<file path="config.mk">
export PLATFORM = sky130hd
export DESIGN_NAME = multi_thread_watchdog_table
export DESIGN_NICKNAME = d
export VERILOG_FILES = /design/src/design/mtwt_pkg.sv /design/src/design/mtwt_front.sv /design/src/design/mtwt_back.sv /design/src/design/multi_thread_watchdog_table.sv
export SDC_FILE = /design/constraint.sdc
export NUM_CORES = 2
export LEC_CHECK = 0
export ABC_AREA = 1
export BUFFER_PORTS_ARGS = -buffer_cell sky130_fd_sc_hd__buf_2
export CELL_PAD_IN_SITES_DETAIL_PLACEMENT = 1
export CELL_PAD_IN_SITES_GLOBAL_PLACEMENT = 1
export CORE_MARGIN = 4
export CORE_UTILIZATION = 40
export DETAILED_ROUTE_END_ITERATION = 8
export GPL_TIMING_DRIVEN = 0
export PLACE_DENSITY = 0.66
export SLEW_MARGIN = 20
export SYNTH_ARGS = -nofsm -noshare
export SYNTH_HDL_FRONTEND = slang
export SYNTH_SLANG_ARGS = --single-unit
</file>
<file path="constraint.sdc">
create_clock -name clk -period 14 [get_ports clk]
set_input_delay 2.8 -clock clk [delete_from_list [all_inputs] [get_ports clk]]
set_output_delay 2.8 -clock clk [all_outputs]
set_load 0.01 [all_outputs]
</file>
<file path="src/design/mtwt_pkg.sv">
package mtwt_pkg;

	localparam int unsigned MAX_ENTRIES_DEF = 16;
	localparam int unsigned QUEUE_DEPTH = 2;
	localparam logic [30:0] TIMEOUT_RESET = 31'd10000;

	typedef enum logic [1:0] {
		OP_REGISTER = 2'd0,
		OP_REPORT   = 2'd1,
		OP_CHECK    = 2'd2,
		OP_CLEAR    = 2'd3
	} op_t;

	typedef enum logic [2:0] {
		ST_OK      = 3'd0,
		ST_MISSING = 3'd1,
		ST_NONAME  = 3'd2,
		ST_FULL    = 3'd3,
		ST_UNKNOWN = 3'd4,
		ST_ZERO_ID = 3'd5
	} status_t;

	// One classified item as it waits between the front and the back.
	typedef struct packed {
		op_t         op;
		status_t     pre_status;
		logic [63:0] thread_id;
		logic [31:0] now_ms;
	} cmd_t;

endpackage

</file>
<file path="src/design/mtwt_front.sv">
module mtwt_front (
	input  logic              clk,
	input  logic              arst_n,
	input  logic              in_valid,
	output logic              in_ready,
	input  logic [1:0]        op,
	input  logic [63:0]       thread_id,
	input  logic [31:0]       now_ms,
	input  logic              thread_alive,
	input  logic              name_given,
	output logic              cmd_valid,
	output mtwt_pkg::cmd_t    cmd,
	input  logic              cmd_pop
);

	localparam int unsigned PW = (mtwt_pkg::QUEUE_DEPTH > 1) ?
		$clog2(mtwt_pkg::QUEUE_DEPTH) : 1;
	localparam int unsigned FW = $clog2(mtwt_pkg::QUEUE_DEPTH + 1);

	mtwt_pkg::cmd_t queue_q [mtwt_pkg::QUEUE_DEPTH];
	logic [PW-1:0]  wr_ptr_q;
	logic [PW-1:0]  rd_ptr_q;
	logic [FW-1:0]  fill_q;
	mtwt_pkg::cmd_t new_cmd;
	logic           push;
	logic           pop;

	// Checks that need no table state are settled here, before queueing.
	always_comb begin
		new_cmd.op         = mtwt_pkg::op_t'(op);
		new_cmd.thread_id  = thread_id;
		new_cmd.now_ms     = now_ms;
		new_cmd.pre_status = mtwt_pkg::ST_OK;
		case (mtwt_pkg::op_t'(op))
			mtwt_pkg::OP_REGISTER: begin
				if (!thread_alive) begin
					new_cmd.pre_status = mtwt_pkg::ST_MISSING;
				end else if (!name_given) begin
					new_cmd.pre_status = mtwt_pkg::ST_NONAME;
				end
			end
			mtwt_pkg::OP_REPORT: begin
				if (thread_id == 64'd0) begin
					new_cmd.pre_status = mtwt_pkg::ST_ZERO_ID;
				end
			end
			default: begin
				new_cmd.pre_status = mtwt_pkg::ST_OK;
			end
		endcase
	end

	assign in_ready  = (fill_q != FW'(mtwt_pkg::QUEUE_DEPTH));
	assign cmd_valid = (fill_q != '0);
	assign cmd       = queue_q[rd_ptr_q];
	assign push      = in_valid && in_ready;
	assign pop       = cmd_pop && cmd_valid;

	always_ff @(posedge clk) begin
		if (push) begin
			queue_q[wr_ptr_q] <= new_cmd;
		end
	end

	always_ff @(posedge clk or negedge arst_n) begin
		if (!arst_n) begin
			wr_ptr_q <= '0;
			rd_ptr_q <= '0;
			fill_q   <= '0;
		end else begin
			if (push) begin
				wr_ptr_q <= (wr_ptr_q == PW'(mtwt_pkg::QUEUE_DEPTH - 1)) ? '0 : wr_ptr_q + PW'(1);
			end
			if (pop) begin
				rd_ptr_q <= (rd_ptr_q == PW'(mtwt_pkg::QUEUE_DEPTH - 1)) ? '0 : rd_ptr_q + PW'(1);
			end
			if (push && !pop) begin
				fill_q <= fill_q + FW'(1);
			end else if (pop && !push) begin
				fill_q <= fill_q - FW'(1);
			end
		end
	end

endmodule

</file>
<file path="src/design/mtwt_back.sv">
module mtwt_back #(
	parameter int unsigned MAX_ENTRIES = mtwt_pkg::MAX_ENTRIES_DEF
) (
	input  logic              clk,
	input  logic              arst_n,
	input  logic              cmd_valid,
	input  mtwt_pkg::cmd_t    cmd,
	output logic              cmd_pop,
	input  logic              cfg_we,
	input  logic [30:0]       cfg_wdata,
	output logic              out_valid,
	input  logic              out_ready,
	output logic [2:0]        status,
	output logic              expired,
	output logic [63:0]       expired_thread_id,
	output logic [31:0]       elapsed_ms
);

	localparam int unsigned IW = (MAX_ENTRIES > 1) ? $clog2(MAX_ENTRIES) : 1;
	localparam int unsigned CW = $clog2(MAX_ENTRIES + 1);

	typedef enum logic [1:0] {
		S_IDLE = 2'b01,
		S_SCAN = 2'b10
	} state_t;

	logic [63:0]       mem_tid  [MAX_ENTRIES];
	logic [31:0]       mem_time [MAX_ENTRIES];

	state_t            state_q, state_d;
	logic [CW-1:0]     count_q, count_d;
	logic [IW-1:0]     scan_idx_q, scan_d;
	mtwt_pkg::cmd_t    cur_q;
	logic [30:0]       timeout_q;
	logic [63:0]       rd_tid_q;
	logic [31:0]       rd_time_q;
	logic              out_valid_q;
	mtwt_pkg::status_t status_q;
	logic              expired_q;
	logic [63:0]       exp_id_q;
	logic [31:0]       elapsed_q;

	logic              fin;
	mtwt_pkg::status_t r_status;
	logic              r_exp;
	logic [63:0]       r_id;
	logic [31:0]       r_el;
	logic              tid_we;
	logic              time_we;
	logic [IW-1:0]     wr_addr;
	logic [31:0]       wr_time;
	logic [IW-1:0]     rd_addr;
	logic [31:0]       diff;
	logic              is_last;
	logic              table_full;

	assign diff       = cur_q.now_ms - rd_time_q;
	assign is_last    = (CW'(scan_idx_q) + CW'(1) == count_q);
	assign table_full = (count_q == CW'(MAX_ENTRIES));

	always_comb begin
		cmd_pop  = 1'b0;
		fin      = 1'b0;
		r_status = mtwt_pkg::ST_OK;
		r_exp    = 1'b0;
		r_id     = '0;
		r_el     = '0;
		tid_we   = 1'b0;
		time_we  = 1'b0;
		wr_addr  = count_q[IW-1:0];
		wr_time  = cmd.now_ms;
		count_d  = count_q;
		state_d  = state_q;
		scan_d   = scan_idx_q;
		rd_addr  = '0;
		case (state_q)
			S_IDLE: begin
				if (cmd_valid && !out_valid_q) begin
					cmd_pop = 1'b1;
					case (cmd.op)
						mtwt_pkg::OP_REGISTER: begin
							fin = 1'b1;
							if (cmd.pre_status != mtwt_pkg::ST_OK) begin
								r_status = cmd.pre_status;
							end else if (table_full) begin
								r_status = mtwt_pkg::ST_FULL;
							end else begin
								tid_we  = 1'b1;
								time_we = 1'b1;
								count_d = count_q + CW'(1);
							end
						end
						mtwt_pkg::OP_REPORT: begin
							if (cmd.pre_status != mtwt_pkg::ST_OK) begin
								fin      = 1'b1;
								r_status = cmd.pre_status;
							end else if (count_q == '0) begin
								fin      = 1'b1;
								r_status = mtwt_pkg::ST_UNKNOWN;
							end else begin
								state_d = S_SCAN;
								scan_d  = '0;
							end
						end
						mtwt_pkg::OP_CHECK: begin
							if (count_q == '0) begin
								fin = 1'b1;
							end else begin
								state_d = S_SCAN;
								scan_d  = '0;
							end
						end
						default: begin
							fin     = 1'b1;
							count_d = '0;
						end
					endcase
				end
			end
			S_SCAN: begin
				// The read for the next entry is issued while this one is compared.
				rd_addr = (scan_idx_q == IW'(MAX_ENTRIES - 1)) ? '0 : scan_idx_q + IW'(1);
				if (cur_q.op == mtwt_pkg::OP_REPORT) begin
					if (rd_tid_q == cur_q.thread_id) begin
						fin     = 1'b1;
						time_we = 1'b1;
						wr_addr = scan_idx_q;
						wr_time = cur_q.now_ms;
					end
				end else begin
					// A negative elapsed time never counts as expired.
					if (!diff[31] && (diff[30:0] > timeout_q)) begin
						fin   = 1'b1;
						r_exp = 1'b1;
						r_id  = rd_tid_q;
						r_el  = diff;
					end
				end
				if (!fin) begin
					if (is_last) begin
						fin = 1'b1;
						if (cur_q.op == mtwt_pkg::OP_REPORT) begin
							r_status = mtwt_pkg::ST_UNKNOWN;
						end
					end else begin
						scan_d = scan_idx_q + IW'(1);
					end
				end
				if (fin) begin
					state_d = S_IDLE;
				end
			end
			default: begin
				state_d = S_IDLE;
			end
		endcase
	end

	always_ff @(posedge clk) begin
		if (tid_we) begin
			mem_tid[wr_addr] <= cmd.thread_id;
		end
		if (time_we) begin
			mem_time[wr_addr] <= wr_time;
		end
		rd_tid_q  <= mem_tid[rd_addr];
		rd_time_q <= mem_time[rd_addr];
	end

	always_ff @(posedge clk) begin
		if (cmd_pop) begin
			cur_q <= cmd;
		end
		if (fin) begin
			status_q  <= r_status;
			expired_q <= r_exp;
			exp_id_q  <= r_id;
			elapsed_q <= r_el;
		end
	end

	always_ff @(posedge clk or negedge arst_n) begin
		if (!arst_n) begin
			state_q     <= S_IDLE;
			count_q     <= '0;
			scan_idx_q  <= '0;
			timeout_q   <= mtwt_pkg::TIMEOUT_RESET;
			out_valid_q <= 1'b0;
		end else begin
			state_q    <= state_d;
			count_q    <= count_d;
			scan_idx_q <= scan_d;
			if (cfg_we) begin
				timeout_q <= cfg_wdata;
			end
			if (fin) begin
				out_valid_q <= 1'b1;
			end else if (out_ready) begin
				out_valid_q <= 1'b0;
			end
		end
	end

	assign out_valid         = out_valid_q;
	assign status            = status_q;
	assign expired           = expired_q;
	assign expired_thread_id = exp_id_q;
	assign elapsed_ms        = elapsed_q;

endmodule

</file>
<file path="src/design/multi_thread_watchdog_table.sv">
// Register, clear and refused items, and any item on an empty table, finish without a
// table scan. Report and check otherwise read one table entry per cycle, and stop at
// the first match or after the last entry.
// One item is worked at a time and the next starts once the result is taken. A two-item
// queue takes new items meanwhile. Reset empties the table and sets the timeout to
// 10000 ms.
module multi_thread_watchdog_table #(
	parameter int unsigned MAX_ENTRIES = mtwt_pkg::MAX_ENTRIES_DEF
) (
	input  logic        clk,
	input  logic        arst_n,
	input  logic        in_valid,
	output logic        in_ready,
	input  logic [1:0]  op,
	input  logic [63:0] thread_id,
	input  logic [31:0] now_ms,
	input  logic        thread_alive,
	input  logic        name_given,
	output logic        out_valid,
	input  logic        out_ready,
	output logic [2:0]  status,
	output logic        expired,
	output logic [63:0] expired_thread_id,
	output logic [31:0] elapsed_ms,
	input  logic        cfg_we,
	input  logic [30:0] cfg_wdata
);

	logic           cmd_valid;
	logic           cmd_pop;
	mtwt_pkg::cmd_t cmd;

	mtwt_front u_front (
		.clk          (clk),
		.arst_n       (arst_n),
		.in_valid     (in_valid),
		.in_ready     (in_ready),
		.op           (op),
		.thread_id    (thread_id),
		.now_ms       (now_ms),
		.thread_alive (thread_alive),
		.name_given   (name_given),
		.cmd_valid    (cmd_valid),
		.cmd          (cmd),
		.cmd_pop      (cmd_pop)
	);

	mtwt_back #(
		.MAX_ENTRIES (MAX_ENTRIES)
	) u_back (
		.clk               (clk),
		.arst_n            (arst_n),
		.cmd_valid         (cmd_valid),
		.cmd               (cmd),
		.cmd_pop           (cmd_pop),
		.cfg_we            (cfg_we),
		.cfg_wdata         (cfg_wdata),
		.out_valid         (out_valid),
		.out_ready         (out_ready),
		.status            (status),
		.expired           (expired),
		.expired_thread_id (expired_thread_id),
		.elapsed_ms        (elapsed_ms)
	);

endmodule
</file>
==> flow_summary.json <==
{
  "dieArea_sq_um": 216000,
  "seq_area_sq_um": 61200,
  "max_freq_ghz": 0.173,
  "cp.arrival_ns": 6.30,
  "critical_path.most_common_cell": "nand2_1",
  "min_period_ns": 5.79,
  "drive_above_1_share_pct": 13.2,
  "ys.warnings.count": 0,
  "holdCritPathClass": "register to register",
  "cap_viol_max_count": 0,
  "critPathSlowestCell": "dfxtp_1",
  "reg2reg_setup_slack_ns": 8.21,
  "fillers": 21367,
  "ys_ff_latch": 2079,
  "avgRoutedWirePerCell_microns": 29.6,
  "dieHeight_microns": 465,
  "maxSlewViolCount": 0,
  "tightest_slew_ns": 1.22,
  "start_util_pct": 40.3,
  "synth_fp_nets": 6973,
  "antenna_found_initial": 18,
  "r2r_start": "u_back.rd_time_q[10]",
  "place_area_sq_um": 91800,
  "startpoint": "u_back.rd_time_q[10]",
  "io_buffers": 236,
  "hold_violations": 0,
  "final_util_pct": 47.8,
  "grt_max_degree": 83,
  "vias_per_cell": 5.71,
  "final.setup_skew_ns": 0.0768,
  "cts_root_buffer": "clkbuf_16",
  "cts_sinks": 2079,
  "drc": 0,
  "ctsHoldBuffers": 0,
  "yosysSeqAreaShare_pct": 73.3,
  "p_leak_nw": 35.4,
  "finalSetupViolCount": 0,
  "powerDensity_nw_per_um2": 210,
  "critPathMaxStageDelay_ns": 0.47,
  "crit_type": "register to register",
  "min_delay_path_depth": 1,
  "worstPathMaxFanout": 82,
  "synth.avg_cell_area_sq_um": 12.3,
  "nets": 7575,
  "drtAntennaViolNets": 0,
  "dp_hpwl_microns": 219000,
  "num_vias": 59150,
  "worstHoldEndpoint": "u_front.fill_q[0]",
  "grt_pass1_vias": 60598,
  "clk_pin_slew_worst_paths_ns": 0.06,
  "yosysUniqueCellTypes": 58,
  "hold_start": "u_front.fill_q[0]",
  "synth-main-ff-cell": "edfxtp_1",
  "htreeDepth": 4,
  "tritoncts": "done",
  "syn2layout_area_growth_pct": 18.7,
  "coreArea_sq_um": 207000,
  "max_slew_margin_pct": 18.7,
  "worst_setup_path_end_kind": "register",
  "syn_inst": 6765,
  "r2r_cells": 27,
  "yosysTopAreaCell": "edfxtp_1",
  "min_period_over_period_pct": 41.3,
  "r2r-end": "u_back.expired_thread_id[29]",
  "rows": 167,
  "rsz0062_at_grt": "no",
  "io_pins": 238,
  "insertion_delay_ns": 0.90,
  "ys_async_sr_fraction_pct": 2.26,
  "required_ns": 14.51,
  "clockBufferDepth": 3,
  "ir_drop_mv": 0.171,
  "synth.area.top_cells": "edfxtp_1 (70%), nor2_1 (7.9%), nand2_1 (3.8%)",
  "finish.instance_area_sq_um": 99100,
  "cts_resized": 0,
  "routabilityCongestion": 0.889,
  "grt_pass1_wl_microns": 434000,
  "synth.top_cell.area_share_pct": 69.6,
  "syn_area_sq_um": 83500,
  "synth-edff-count": 1936,
  "multiInputGateArea_sq_um": 19900,
  "postCtsSetupBuffers": 0,
  "grt-ovfl-total": 0,
  "chipWidth_microns": 465,
  "numCtsBuffers": 217,
  "drtIter0Drc": 6805,
  "grt.total_usage_pct": 27.8,
  "wirelength_microns": 307000,
  "first_pass_iters": 6,
  "outcome": "finished, final reports clean",
  "start_kind": "register"
}
## synth_stat cells, types with 2 or more instances
cell and number:
a21o_1 8, a21oi_1 53, a31oi_1 36, and2_1 5, buf_1 28, buf_2 128
buf_4 15, buf_6 10, clkbuf_1 183, dfrtp_1 41, dfstp_2 6, dfxtp_1 96
edfxtp_1 1936, ha_1 71, inv_1 305, inv_2 6, nand2_1 843, nand3_1 180
nand3b_1 5, nand4_1 27, nor2_1 1765, nor2_2 11, nor3_1 15, nor3b_1 4
nor4_1 18, o211ai_1 63, o21ai_0 396, o21ai_1 39, o21ai_2 2, o21bai_1 6
o311ai_0 33, o311ai_1 288, o32ai_1 63, or2_2 4, xnor2_1 27, xor2_1 27
## routing by layer
layer | wire [microns] | up-vias | track usage, %
met5 | 0 | - | 0
met4 | 16900 | 0 | 13.5
met3 | 20000 | 619 | 3.82
met2 | 147000 | 2537 | 46.2
met1 | 122000 | 30598 | 36.0
li1 | - | 25396 | -
## final cells by class
class,count,area share [%]
Clock buffer,289,6.06
Sequential cell,2079,61.8
Buffer,365,1.69
Tap cell,2788,3.52
Clock inverter,121,1.31
Inverter,312,1.19
Timing Repair Buffer,383,4.31
Antenna cell,10,0.0253
Multi-Input combinational cell,4009,20.1
## where the power goes
part	switching, W	leakage, nW	internal, W	total, W
Clock	0.00256	3.57	0.00338	0.00593
Sequential	0.000264	19.0	0.00821	0.00847
Combinational	0.00485	12.8	0.00155	0.00640
## worst max-delay path, delay by kind of cell, from the launching register on
kind / cells / cell delay (ns)
fa+ha+maj: 2 / 0.69
simple gates: 17 / 2.34
compound gates: 2 / 0.79
buf+inv: 6 / 0.98
flops: 1 / 0.47
## kinds of logic after synthesis
logic type               count (synthesis)  share of synthesized area (%)
flip-flops                            2079                           73.3
adder cells (fa/ha/maj)                 72                           1.09
AO/OA/AOI/OAI                          996                           8.03
other                                    1                        0.00449
multiplexers                             1                         0.0135
buffers and inverters                  677                           3.40
AND/OR/NAND/NOR                       2885                           13.6
XOR/XNOR                                54                          0.566
## placed cells by master (no fill, tap or decap), drive strengths merged, types with 2 or more instances in the layout
| master | netlist | layout |
|---|---|---|
| nor4 | 18 | 18 |
| diode | 0 | 10 |
| clkinvlp | 0 | 11 |
| o21bai | 6 | 6 |
| clkbuf | 184 | 473 |
| buf | 181 | 564 |
| o211ai | 63 | 63 |
| dfrtp | 41 | 41 |
| a211oi | 2 | 2 |
| dfxtp | 96 | 96 |
| o311ai | 321 | 321 |
| bufinv | 0 | 19 |
| o32ai | 63 | 63 |
| and2 | 6 | 6 |
| nand2 | 845 | 845 |
| nor3 | 15 | 15 |
| nand4 | 28 | 28 |
| xnor2 | 27 | 27 |
| clkinv | 0 | 81 |
| edfxtp | 1936 | 1936 |
| dfstp | 6 | 6 |
| or2 | 4 | 4 |
| a21o | 8 | 8 |
| nor2 | 1778 | 1778 |
| nand3b | 5 | 5 |
| xor2 | 27 | 27 |
| o21ai | 437 | 437 |
| inv | 312 | 322 |
| a31oi | 36 | 36 |
| nor3b | 4 | 4 |
| nand3 | 180 | 180 |
| ha | 71 | 71 |
| a21oi | 54 | 54 |
## state kept, by name, summed over array words and instances, names as in the netlist, 2 cells and up
name,flops
u_back.count_q,5
u_back.cur_q,98
u_back.elapsed_ms,32
u_back.expired_thread_id,64
u_back.mem_tid,1024
u_back.mem_time,512
u_back.rd_tid_q,64
u_back.rd_time_q,32
u_back.scan_idx_q,4
u_back.state_q,2
u_back.status,3
u_back.timeout_q,31
u_front.fill_q,2
u_front.queue_q,202
## through the flow
stage,hold slack (ns),total power [W],TNS [ns],instances,setup slack [ns]
3_3_place_gp,0.461,0.0145,-1228.29,9789,-4.86
2_1_floorplan,0.446,0.0119,0,6765,4.71
5_1_grt,0.512,0.0217,0,10346,7.79
3_5_place_dp,0.467,0.0149,0,9936,8.25
6_report,0.471,0.0208,0,10356,8.21
4_1_cts,0.475,0.0208,0,10346,8.26
## worst max path at each step
stage	endpoint	slack [ns]	depth (start not counted)
2_1_floorplan	u_back.mem_tid[0][0]	4.71	9
3_3_place_gp	u_back.mem_tid[0][34]	-4.86	9
3_5_place_dp	u_back.expired_thread_id[43]	8.25	29
4_1_cts	u_back.expired_thread_id[29]	8.26	29
5_1_grt	u_back.expired_thread_id[32]	7.79	27
6_report	u_back.expired_thread_id[29]	8.21	27
No activity file was read; power rests on OpenSTA's default activity.
